==> src/rtl/skhd_pkg.sv <==
`timescale 1ns / 1ps
package skhd_pkg;
	localparam logic [31:0] FNV_BASIS = 32'd2166136261;
	localparam logic [31:0] FNV_PRIME = 32'd16777619;

	localparam logic [1:0] CMD_LOOKUP = 2'd0;
	localparam logic [1:0] CMD_INSERT = 2'd1;
	localparam logic [1:0] CMD_CLEAR  = 2'd2;
	localparam logic [1:0] CMD_DROP   = 2'd3;

	localparam logic [2:0] ST_FOUND    = 3'd0;
	localparam logic [2:0] ST_INSERTED = 3'd1;
	localparam logic [2:0] ST_REPLACED = 3'd2;
	localparam logic [2:0] ST_NOTFOUND = 3'd3;
	localparam logic [2:0] ST_BADLEN   = 3'd4;
	localparam logic [2:0] ST_FULL     = 3'd5;

	// controller to datapath
	typedef struct packed {
		logic take_byte;   // hash and buffer the accepted word
		logic start_op;    // latch key info, set probe start
		logic clr_init;    // start clear sweep
		logic clr_step;    // clear one slot
		logic rd_slot;     // issue entry/length read at probe index
		logic rd_word;     // issue key word read
		logic next_word;   // advance word counter
		logic next_slot;   // advance probe index
		logic wr_entry;    // write entry at probe index
		logic wr_key;      // write key word and length
		logic set_result;  // load output register
		logic [2:0] res_status;
	} skhd_cmd_t;

	// datapath to controller
	typedef struct packed {
		logic bad_len;
		logic empty;       // probed entry empty
		logic len_eq;      // stored length matches
		logic word_eq;     // stored word matches
		logic word_last;   // word counter on final word
		logic probe_last;  // probed every active slot
		logic clr_last;    // clear sweep at final slot
		logic [1:0] op;
	} skhd_stat_t;
endpackage

==> src/rtl/skhd_ctrl.sv <==
`timescale 1ns / 1ps
module skhd_ctrl import skhd_pkg::*; (
	input  logic       clk,
	input  logic       arst_n,
	input  logic       in_valid,
	input  logic       last,
	input  logic [1:0] cmd,
	output logic       in_ready,
	output logic       out_valid,
	input  logic       out_ready,
	input  skhd_stat_t sts,
	output skhd_cmd_t  ctl
);
	localparam logic [2:0] S_IDLE  = 3'd0;
	localparam logic [2:0] S_DISP  = 3'd1;
	localparam logic [2:0] S_RDS   = 3'd2;
	localparam logic [2:0] S_CHK   = 3'd3;
	localparam logic [2:0] S_CMP   = 3'd4;
	localparam logic [2:0] S_WRK   = 3'd5;
	localparam logic [2:0] S_CLR   = 3'd6;
	localparam logic [2:0] S_RDW   = 3'd7;

	logic [2:0] state_q, state_d;
	logic ov_q;
	logic acc;

	assign in_ready = (state_q == S_IDLE);
	assign acc = in_valid && in_ready;
	assign out_valid = ov_q;

	always_comb begin
		ctl = '0;
		ctl.res_status = ST_NOTFOUND;
		state_d = state_q;
		case (state_q)
			S_IDLE: begin
				if (acc) begin
					ctl.take_byte = 1'b1;
					if (last) begin
						ctl.start_op = 1'b1;
						if (cmd == CMD_CLEAR) begin
							ctl.clr_init = 1'b1;
							state_d = S_CLR;
						end else if (cmd inside {CMD_LOOKUP, CMD_INSERT}) begin
							state_d = S_DISP;
						end
					end
				end
			end
			S_DISP: begin
				// single result register: hold until the previous word leaves
				if (ov_q && !out_ready) begin
					state_d = S_DISP;
				end else if (sts.bad_len) begin
					ctl.set_result = 1'b1;
					ctl.res_status = ST_BADLEN;
					state_d = S_IDLE;
				end else begin
					ctl.rd_slot = 1'b1;
					state_d = S_RDS;
				end
			end
			S_RDS: begin
				ctl.rd_word = 1'b1;
				state_d = S_CHK;
			end
			S_CHK: begin
				if (sts.empty) begin
					if (sts.op == CMD_INSERT) begin
						ctl.wr_entry = 1'b1;
						ctl.wr_key = 1'b1;
						ctl.next_word = 1'b1;
						state_d = sts.word_last ? S_IDLE : S_WRK;
						ctl.set_result = sts.word_last;
						ctl.res_status = ST_INSERTED;
					end else begin
						ctl.set_result = 1'b1;
						ctl.res_status = ST_NOTFOUND;
						state_d = S_IDLE;
					end
				end else if (!sts.len_eq || !sts.word_eq) begin
					if (sts.probe_last) begin
						ctl.set_result = 1'b1;
						ctl.res_status = (sts.op == CMD_INSERT) ? ST_FULL : ST_NOTFOUND;
						state_d = S_IDLE;
					end else begin
						ctl.next_slot = 1'b1;
						state_d = S_DISP;
					end
				end else if (sts.word_last) begin
					ctl.set_result = 1'b1;
					if (sts.op == CMD_INSERT) begin
						ctl.wr_entry = 1'b1;
						ctl.res_status = ST_REPLACED;
					end else begin
						ctl.res_status = ST_FOUND;
					end
					state_d = S_IDLE;
				end else begin
					ctl.next_word = 1'b1;
					state_d = S_RDW;
				end
			end
			S_RDW: begin
				ctl.rd_word = 1'b1;
				state_d = S_CMP;
			end
			S_CMP: begin
				state_d = S_CHK;
			end
			S_WRK: begin
				ctl.wr_key = 1'b1;
				ctl.next_word = 1'b1;
				if (sts.word_last) begin
					ctl.set_result = 1'b1;
					ctl.res_status = ST_INSERTED;
					state_d = S_IDLE;
				end
			end
			S_CLR: begin
				ctl.clr_step = 1'b1;
				if (sts.clr_last)
					state_d = S_IDLE;
			end
			default: state_d = S_IDLE;
		endcase
	end

	// reset starts a sweep that empties every slot
	always_ff @(posedge clk or negedge arst_n) begin
		if (!arst_n) begin
			state_q <= S_CLR;
			ov_q <= 1'b0;
		end else begin
			state_q <= state_d;
			if (ctl.set_result)
				ov_q <= 1'b1;
			else if (out_ready)
				ov_q <= 1'b0;
		end
	end

`ifndef SYNTHESIS
	a_no_take_busy: assert property (@(posedge clk) disable iff (!arst_n)
		ctl.take_byte |-> state_q == S_IDLE) else $error("byte taken while busy");
	a_res_once: assert property (@(posedge clk) disable iff (!arst_n)
		ctl.set_result |-> !ov_q || out_ready) else $error("result overwritten");
	a_clr_no_out: assert property (@(posedge clk) disable iff (!arst_n)
		state_q == S_CLR |-> !ctl.set_result) else $error("clear gave result");
`endif
endmodule

==> config.mk <==
export PLATFORM = sky130hd
export DESIGN_NAME = skhd_ctrl
export DESIGN_NICKNAME = d
export VERILOG_FILES = /design/src/rtl/skhd_pkg.sv /design/src/rtl/skhd_ctrl.sv
export SDC_FILE = /design/constraint.sdc
export NUM_CORES = 1
export LEC_CHECK = 0
export BUFFER_PORTS_ARGS = -buffer_cell sky130_fd_sc_hd__buf_4
export CORE_UTILIZATION = 35
export CTS_BUF_LIST = sky130_fd_sc_hd__clkbuf_8
export CTS_CLUSTER_SIZE = 12
export DETAILED_ROUTE_END_ITERATION = 7
export PLACE_DENSITY = 0.66
export SYNTH_ARGS = -nofsm -noshare
export SYNTH_HDL_FRONTEND = slang
export SYNTH_SLANG_ARGS = --single-unit
==> constraint.sdc <==
create_clock -name clk -period 2.5 [get_ports clk]
set_clock_uncertainty 0.15 [all_clocks]
set_input_delay 0.375 -clock clk [delete_from_list [all_inputs] [get_ports clk]]
set_output_delay 0.375 -clock clk [all_outputs]
set_load 0.02 [all_outputs]
# Yosys cells after proc, flatten, opt, wreduce, memory -nomap -nowiden

Cells that the tools add are included.
Widths: inputs -> output; s select.

Reductions and logical operators: 13
Equal/unequal tests: 15
Muxes and demuxes: 52

Operators by type and width:

| kind               | count |
|---|---|
| $mux 3             | 15 |
| $mux 4             | 8 |
| $pmux 3 s7         | 1 |
| $mux 1             | 20 |
| $eq 3x3->1 const B | 4 |
| $pmux 4 s3         | 1 |
| $mux 2             | 5 |
| $eq 3x2->1 const B | 2 |
| $ne 2x2->1 const B | 3 |
| $reduce_and 5->1   | 1 |
| $eq 2x1->1 const B | 2 |
| $pmux 1 s2         | 2 |
| $reduce_bool 2->1  | 2 |
| $reduce_or 2->1    | 2 |
| $eq 3x1->1 const B | 1 |
| $logic_not 1->1    | 3 |
| $logic_not 3->1    | 1 |
| $ne 3x1->1 const B | 1 |
| $eq 2x2->1 const B | 1 |
| $logic_and 1x1->1  | 2 |
| $logic_not 2->1    | 1 |
| $ne 2x1->1 const B | 1 |
| $logic_or 1x1->1   | 1 |

Input port bits: 16
Register bits: 4
Output and inout port bits: 16

# Depth between registers and ports, before layout

Gate-level depths: netlist of run 1.

Word-level depth: 7
Depth in mapped cells: 5
Mapped depth without buffers: 4

# Worst setup path before layout of run 1

Ideal clock, no wire load.

Kind: flip-flop to output port
Start point: reg state_q[1]
End point: out ctl[6] (netlist name)
Stages on the path, launching flop included: 4
Data required time: 1,975 ps
Setup slack: 292 ps
Data arrival time: 1,683 ps
Cell sequence: dfstp_2 > buf_6 > nand3b_4 > a2111oi_1

RTL lines:

| element                  | RTL line         | text |
|---|---|---|
| start: declaration       | skhd_ctrl.sv:23  | `logic [2:0] state_q, state_d;` |
| start signal: assignment | skhd_ctrl.sv:135 | `state_q <= state_d;` |
| end: declaration         | skhd_ctrl.sv:12  | `output skhd_cmd_t ctl` |

==> impl_metrics.toml, run 1 <==
[timing]
relSlewSlack = 0.6879
finalCriticalPeriod_ns = 2.193
slew_violations = 0
fin_crit_sh = 0.8772
hold_violations = 0
tightest_slew_ns = 0.4682
setup_viol = 0
setup_tns_ns = 0
rsz0062_at_grt = "no"
fmaxAchievable_ghz = 0.4560
setup_slack_ns = 0.3071

[drt]
via_per_inst = 5.579
topRoutingLayerUsed = "met3"
wl_um = 1642
drt-pass1-iter-count = 4
drt_iter0_markers = 7
wl_per_cell_um = 13.57
final_antenna_net_count = 0
drc = 0
wl_met2_um = 780
met3_length_um = 52
met1_length_um = 809
via_count = 675

[synth]
synthFlopType = "dfstp_2"
netlist_area_um2 = 573.1
synth.top_cell.area_share = 0.09170
async_flop_share = 1.000
synthDistinctLibCells = 41
synth-warning-count = 0
synthesis.nets = 88
netlist_top_cells_area = "dfstp_2 9.2%, dfrtp_1 8.7%, nand3b_1 5.2%, nand2_1 3.9%, o21a_1 3.9%"
synth_cells = 72
synth_top_area_cell = "dfstp_2"
synth_edf_count = 0
synth.yosys.seq_area_share = 0.1790
avgSynthCellArea_um2 = 7.959
synth_seq_cells = 4

[worst_setup_path]
worst_setup_path_end_kind = "output pin"
ff2ff_path_depth = 4
worstSetupStartpointType = "register"
cp.arrival_ns = 1.67
critPathRequiredTime_ns = 1.98
crit_fanout = 11
critical_path_class = "register to output pin"

[min_path]
hold_depth = 2
hold_class = "input pin to register"

[power_and_ir_drop]
power.internal_mw = 0.4802
vdd_drop_max_v = 0.0007986
leakagePower_nw = 0.3881
swShare = 0.4860
cellPowerDensity_nw_per_um2 = 1093
switching_power_mw = 0.4540
clkPwrFrac = 0.154
pwr-share-seq = 0.230
pwr-share-comb = 0.616

[global_routing]
antenna_found_initial = 0
gr-total-overflow = 0
grt_start_max_net_pins = 16
grt_pass1_vias = 601
grt_usage = 0.1801
grt_pass1_wl_um = 2497

[cells_and_area]
area_growth_pct = 49.13
drive_gt1_frac = 0.4286
postLayoutCellArea_um2 = 854.6
seq_area_um2 = 102.6
fillers = 148
multiInputGateArea_um2 = 429.2
insertedDiodeCount = 0
layout.nets = 122

[cts]
clk_pin_slew_ns = 0.04
cts_made_buffers = 3
cts_tree = "yes"
htreeDepth = 1
cts_buffer_depth = 2
clkSinkCount = 4
cts-root-buf = "clkbuf_8"
cts_resized = 0
clk-insertion-delay-late_ns = 0.22

[place]
gp_congestion = 0.7416
hpwl_um = 1234
io_buffers = 31
dpl-instance-area_um2 = 799.5
pre_cts_ws_ns = 0.5312

[die]
die_w_um = 42.47
fp.dieH_um = 42.47
io_pins = 32
initial_utilization = 0.3760
core_area_um2 = 1524
row_count = 14
dieArea_um2 = 1803

[status]
status = "complete, no violations"

[job]
cap_violations = 0
-- kinds of logic (layout without fill, tap and decap cells) --
kind of cell	count (synthesis)	count (layout)	share of synthesized area
AND/OR/NAND/NOR	35	35	0.3996
flip-flops	4	4	0.1790
AO/OA/AOI/OAI	26	26	0.3493
buffers and inverters	7	40	0.07204
-- sequential cells by signal, indices dropped and copies added (netlist names) --
| signal | cells |
|---|---|
| state_q | 3 |
| out_valid | 1 |
-- Yosys cell counts, types with 2 or more instances --
master,instances
a22oi_1,2
nor2_1,5
nand3b_1,4
nor3_1,3
o21a_1,3
nand2_1,6
and3_1,2
dfstp_2,2
nor2b_1,2
inv_1,3
buf_4,2
dfrtp_1,2
o21ai_1,2
nand2b_1,2
o21ai_0,3
a21oi_1,4
-- per-layer routing --
layer  vias to the layer above  track usage
met2                        13       0.2738
met3                         0      0.07759
met5                         -            0
li1                        345            -
met1                       317       0.2368
met4                         0      0.03750
-- power by group through the flow --
stage / combinational [mW] / clock (mW) / sequential, mW
finish: 0.575 / 0.144 / 0.215
global route: 0.628 / 0.153 / 0.223
CTS: 0.579 / 0.149 / 0.212
detailed placement: 0.574 / 0 / 0.212
global placement: 0.579 / 0 / 0.210
floorplan: 0.465 / 0 / 0.145
-- worst max-delay path, stage by stage, from the launching register on --
cell	delay [ns]
dfstp_2	0.68
nand3b_4	0.15
a2111oi_1	0.41
buf_4	0.21
-- final timing paths --
path / start / endpoint / slack, ns
max: state_q[1] / ctl[6] / 0.31
min: out_ready / out_valid / 0.27
max reg2reg: state_q[2] / state_q[1] / 0.85
min reg2reg: out_valid / out_valid / 0.46
max in group asynchronous: arst_n / state_q[2] / 1.67
min in group asynchronous: arst_n / state_q[0] / 0.34
-- placed cells by master (no fill, tap or decap), types with 2 or more instances in the layout --
master / count
a21oi_1: 4
a22oi_1: 2
and3_1: 2
buf_4: 31
clkbuf_8: 3
dfrtp_1: 2
dfstp_2: 2
inv_1: 4
nand2_1: 6
nand2b_1: 2
nand3b_1: 4
nor2_1: 5
nor2b_1: 2
nor3_1: 3
o21a_1: 3
o21ai_0: 3
o21ai_1: 2
-- per-stage QoR --
step | total power [mW] | cells | hold WS (ns) | utilization
finish | 0.9342 | 121 | 0.2691 | 0.5608
global route | 1.004 | 121 | 0.2869 | 0.5608
CTS | 0.9402 | 121 | 0.2779 | 0.5608
detailed placement | 0.7864 | 116 | 0.02258 | 0.5246
global placement | 0.7891 | 116 | 0.02222 | 0.5246
floorplan | 0.6103 | 72 | -0.07059 | -
-- final cells by class --
| cell class | instances | area share |
|---|---|---|
| tap | 16 | 0.02343 |
| clock inverter | 1 | 0.004392 |
| timing repair buffer | 32 | 0.2840 |
| sequential | 4 | 0.1201 |
| multi-input combinational | 61 | 0.5022 |
| inverter | 4 | 0.01757 |
| clock buffer | 3 | 0.04832 |
-- timing repair --
item / 4_1_cts / 5_1_grt
hold buffers: 1 / 0
setup buffers: 0 / 0
endpoints found under the hold margin: 4 / 0
Note: power is estimated with default switching activity, not from simulation.
==> inputs of run 2 (changes only) <==
--- a/config.mk
+++ b/config.mk
@@ -5,7 +5,7 @@
 export SDC_FILE = /design/constraint.sdc
 export NUM_CORES = 1
 export LEC_CHECK = 0
-export BUFFER_PORTS_ARGS = -buffer_cell sky130_fd_sc_hd__buf_4
+export BUFFER_PORTS_ARGS = -buffer_cell sky130_fd_sc_hd__buf_2
 export CORE_UTILIZATION = 35
 export CTS_BUF_LIST = sky130_fd_sc_hd__clkbuf_8
 export CTS_CLUSTER_SIZE = 12
@@ -14,3 +14,4 @@
 export SYNTH_ARGS = -nofsm -noshare
 export SYNTH_HDL_FRONTEND = slang
 export SYNTH_SLANG_ARGS = --single-unit
+export TNS_END_PERCENT = 50
==> run 2 against run 1 <==
  * Setup slack worse by 0.046 ns
  * Register-to-register slack better by 0.02 ns
  * Clock power down 8%
  * Sequential cell count unchanged
  * Utilization down 5.3 points
  * Non-clock buffer count unchanged
  * Combinational power down 9.6%
==> impl_metrics.toml, run 2 (synthesis gave the netlist of run 1 again) <==
[cts]
cts_tree = "yes"
cts-root-buf = "clkbuf_8"
clk_pin_slew_ns = 0.03
ctsHoldBuffers = 1
cts_made_buffers = 3
cts_resized = 0
cts_buffer_depth = 2
htreeDepth = 1
cts_setup_buffers = 0
clk-insertion-delay-late_ns = 0.21
clkSinkCount = 4

[timing]
setup_tns_ns = 0
setup_viol = 0
finalCriticalPeriod_ns = 2.239
slew_violations = 0
whs_ns = 0.2768
rsz0062_at_grt = "no"
fmaxAchievable_ghz = 0.4467
tightest_slew_ns = 0.4545
setup_slack_ns = 0.2613
hold_violations = 0
relSlewSlack = 0.6970
fin_crit_sh = 0.8955

[worst_setup_path]
crit_fanout = 11
crit_family = "flip-flops"
worstSetupStartpointType = "register"
crit_path_top_delay_cell = "dfstp_2"
critical_path_class = "register to output pin"
critPathRequiredTime_ns = 1.98
worst_setup_path_end_kind = "output pin"
path_cells = "nand3b_4 -> nor2_1 -> nand4b_1 -> o21ai_1 -> buf_2"
cpPeakStageDelay_ns = 0.68
cp.arrival_ns = 1.71
r2r_slack_ns = 0.87
path_buf_inv = 1

[cells_and_area]
area_growth_pct = 34.93
mostFrequentLayoutCells = "31 x buf_2, 6 x nand2_1, 5 x nor2_1"
largest_reg_flops = 3
top_register = "state_q"
drive_gt1_frac = 0.4327
layout.nets = 122
insertedDiodeCount = 0
final_cells = 120
final_common_cell = "buf_2"

[status]
status = "complete, no violations"

[power_and_ir_drop]
vdd_drop_max_v = 0.0006405
leakagePower_nw = 0.3651
finalPower_mw = 0.8658
cellPowerDensity_nw_per_um2 = 1120

[place]
pre_cts_ws_ns = 0.5073
gp_congestion = 0.7875
dp.cells = 116
hpwl_um = 1162
io_buffers = 31

[die]
row_count = 14
die_w_um = 42.47
fp.dieH_um = 42.47
initial_utilization = 0.3760
core_area_um2 = 1524
dieArea_um2 = 1803
io_pins = 32

[drt]
wl_um = 1496
drt_iter0_markers = 13
wl_per_cell_um = 12.47
drc = 0
drt-pass1-iter-count = 4
via_count = 698
via_per_inst = 5.817
final_antenna_net_count = 0

[global_routing]
grt_usage = 0.1755
antenna_found_initial = 0
grt_pass1_wl_um = 2518
gr-total-overflow = 0
grt_start_max_net_pins = 16
grt_pass1_vias = 628

[job]
cap_violations = 0

[min_path]
hold_class = "input pin to register"
-- run 2: final cells by class --
class / instances / area (um2)
Clock buffer: 3 / 41.29
Fill cell: 161 / 750.7
Inverter: 4 / 15.01
Multi-Input combinational cell: 61 / 429.2
Sequential cell: 4 / 102.6
Tap cell: 16 / 20.02
Timing Repair Buffer: 32 / 165.2
-- run 2: routing by layer --
metal	global-route usage	routed length, um	up-vias
met5	0	0	-
met4	0.05625	0	0
met3	0.02586	58	0
met2	0.2738	733	19
met1	0.2467	704	337
li1	-	-	342
-- run 2: through the flow --
stage | area [um2] | util
global placement | 721.9 | 0.4737
floorplan | 573.1 | -
global route | 773.2 | 0.5074
detailed placement | 721.9 | 0.4737
CTS | 773.2 | 0.5074
finish | 773.2 | 0.5074
-- run 2: worst paths after layout --
check                      depth (start not counted)       start          to
hold reg to reg                                    2   out_valid   out_valid
setup reg to reg                                   4  state_q[1]  state_q[1]
hold / removal                                     2   out_ready   out_valid
max in group asynchronous                          2      arst_n  state_q[2]
setup / recovery                                   5  state_q[1]      ctl[7]
min in group asynchronous                          2      arst_n   out_valid
-- run 2: power by group --
| part | total [mW] | switching [mW] | internal, mW |
|---|---|---|---|
| clock network | 0.133 | 0.0308 | 0.102 |
| logic | 0.520 | 0.305 | 0.216 |
| registers | 0.212 | 0.101 | 0.111 |
-- run 2: worst reg2reg max path, delay by kind of cell, from the launching register on --
family / cells / cell delay [ns]
DFF: 1 / 0.68
AOI/OAI and AO/OA: 1 / 0.18
and+or+nand+nor: 3 / 0.54
==> inputs of run 3 (changes only) <==
--- a/config.mk
+++ b/config.mk
@@ -7,10 +7,11 @@
 export LEC_CHECK = 0
 export BUFFER_PORTS_ARGS = -buffer_cell sky130_fd_sc_hd__buf_2
 export CORE_UTILIZATION = 35
-export CTS_BUF_LIST = sky130_fd_sc_hd__clkbuf_8
+export CTS_BUF_LIST = sky130_fd_sc_hd__clkbuf_16
 export CTS_CLUSTER_SIZE = 12
 export DETAILED_ROUTE_END_ITERATION = 7
 export PLACE_DENSITY = 0.66
+export SKIP_CTS_REPAIR_TIMING = 1
 export SYNTH_ARGS = -nofsm -noshare
 export SYNTH_HDL_FRONTEND = slang
 export SYNTH_SLANG_ARGS = --single-unit
==> run 3 against run 2 <==
  * Sequential power hardly changed
  * Count of clock-buffer cells in the layout stayed put
  * Non-clock buffer count unchanged
  * Worst hold slack lost 0.0027 ns
  * Global-route usage is 0.46 points higher
  * Largest power group unchanged
  * Critical path type unchanged
  * Final cell count stayed put
  * Register-to-register slack hardly changed
  * Sequential share of layout area down 0.56 points
==> impl_metrics.toml, run 3 (synthesis gave the netlist of run 1 again) <==
[timing]
fmaxAchievable_ghz = 0.4480
setup_viol = 0
finalCriticalPeriod_ns = 2.232
tightest_slew_ns = 0.4505
setup_tns_ns = 0
rsz0062_at_grt = "no"
slew_violations = 0
fin_crit_sh = 0.8928
relSlewSlack = 0.6997
hold_violations = 0

[cells_and_area]
final_common_cell = "buf_2"
insertedDiodeCount = 0
area_growth_pct = 40.83
largest_reg_flops = 3
mostFrequentLayoutCells = "31 x buf_2, 6 x nand2_1, 5 x nor2_1"
postLayoutCellArea_um2 = 807.0
drive_gt1_frac = 0.4327
layout.nets = 122
top_register = "state_q"

[drt]
wl_per_cell_um = 12.88
drt_iter0_markers = 15
wl_um = 1546
via_per_inst = 5.783
drc = 0
via_count = 694
final_antenna_net_count = 0
drt-pass1-iter-count = 5

[worst_setup_path]
crit_path_top_delay_cell = "dfstp_2"
worstSetupStartpointType = "register"
cp.arrival_ns = 1.71
r2r_slack_ns = 0.88
worst_setup_path_end_kind = "output pin"
cpPeakStageDelay_ns = 0.68
critPathRequiredTime_ns = 1.98
critical_path_class = "register to output pin"
timing.rr.start = "state_q[1]"
crit_fanout = 11
path_cells = "nand3b_4 -> nor2_1 -> nand4b_1 -> o21ai_1 -> buf_2"
r2r_end = "state_q[1]"
ff2ff_path_depth = 4

[cts]
cts_buffer_depth = 2
cts_made_buffers = 3
clkSinkCount = 4
htreeDepth = 1
cts_tree = "yes"
clk-insertion-delay-late_ns = 0.22
cts-root-buf = "clkbuf_16"
clk_pin_slew_ns = 0.03

[die]
row_count = 14
initial_utilization = 0.3760
core_area_um2 = 1524
dieArea_um2 = 1803
fp.dieH_um = 42.47
io_pins = 32
die_w_um = 42.47

[place]
dpl-instance-area_um2 = 721.9
hpwl_um = 1162
gp_congestion = 0.7875
io_buffers = 31

[global_routing]
grt_pass1_vias = 619
antenna_found_initial = 0
grt_start_max_net_pins = 16
grt_pass1_wl_um = 2559
gr-total-overflow = 0
grt_usage = 0.1801

[power_and_ir_drop]
cellPowerDensity_nw_per_um2 = 1218
leakagePower_nw = 0.3805
vdd_drop_max_v = 0.0006947

[job]
cap_violations = 0

[min_path]
hold_class = "input pin to register"
hold_depth = 2
hold-path-endpoint = "out_valid"
hold_path.startpoint = "out_ready"

[status]
status = "complete, no violations"
-- run 3: cell counts in the layout (fill, tap and decap cells not counted) --
No cell type changed its count.
-- run 3: stage by stage --
stage               setup WS [ns]  total power [mW]  hold slack [ns]  instances  utilization
floorplan                  0.2917            0.6103         -0.07059         72            -
CTS                        0.2759            0.9850          -0.1966        119       0.5230
finish                     0.2679            0.9827           0.2741        120       0.5296
detailed placement         0.5073            0.7331          0.03313        116       0.4737
global route               0.1384             1.051           0.2801        120       0.5296
global placement           0.5670            0.7336          0.03331        116       0.4737
-- run 3: worst max path at each step --
stage / startpoint / end / slack [ns] / cells after the start
after floorplan: state_q[1] / ctl[6] / 0.29 / 3
after global placement: state_q[1] / ctl[6] / 0.57 / 3
after detailed placement: state_q[1] / ctl[7] / 0.51 / 5
after CTS: state_q[1] / ctl[7] / 0.28 / 5
after global routing: state_q[1] / ctl[7] / 0.14 / 5
final: state_q[1] / ctl[7] / 0.27 / 5
-- run 3: cell type report --
class | instances | area [um2]
fill | 156 | 716.9
sequential | 4 | 102.6
tap | 16 | 20.02
multi-input combinational | 61 | 429.2
inverter | 4 | 15.01
timing repair buffer | 32 | 165.2
clock buffer | 3 | 75.07
-- run 3: layer usage --
layer,GRT usage,share of wire,up-vias
li1,-,-,343
met1,0.2474,0.49,333
met2,0.2892,0.48,18
met3,0.05172,0.036,0
met4,0.01875,0,0
met5,0,0,-
-- run 3: power breakdown --
part / switching [mW] / internal (mW)
clock: 0.0445 / 0.204
combinational: 0.306 / 0.216
sequential: 0.101 / 0.111
total: 0.451 / 0.531
-- run 3: worst max-delay path, delay by kind of cell (launching register included) --
family	cells	cell delay (ns)
AO/OA/AOI/OAI	1	0.11
buffers and inverters	1	0.18
flip-flops	1	0.68
AND/OR/NAND/NOR	3	0.53
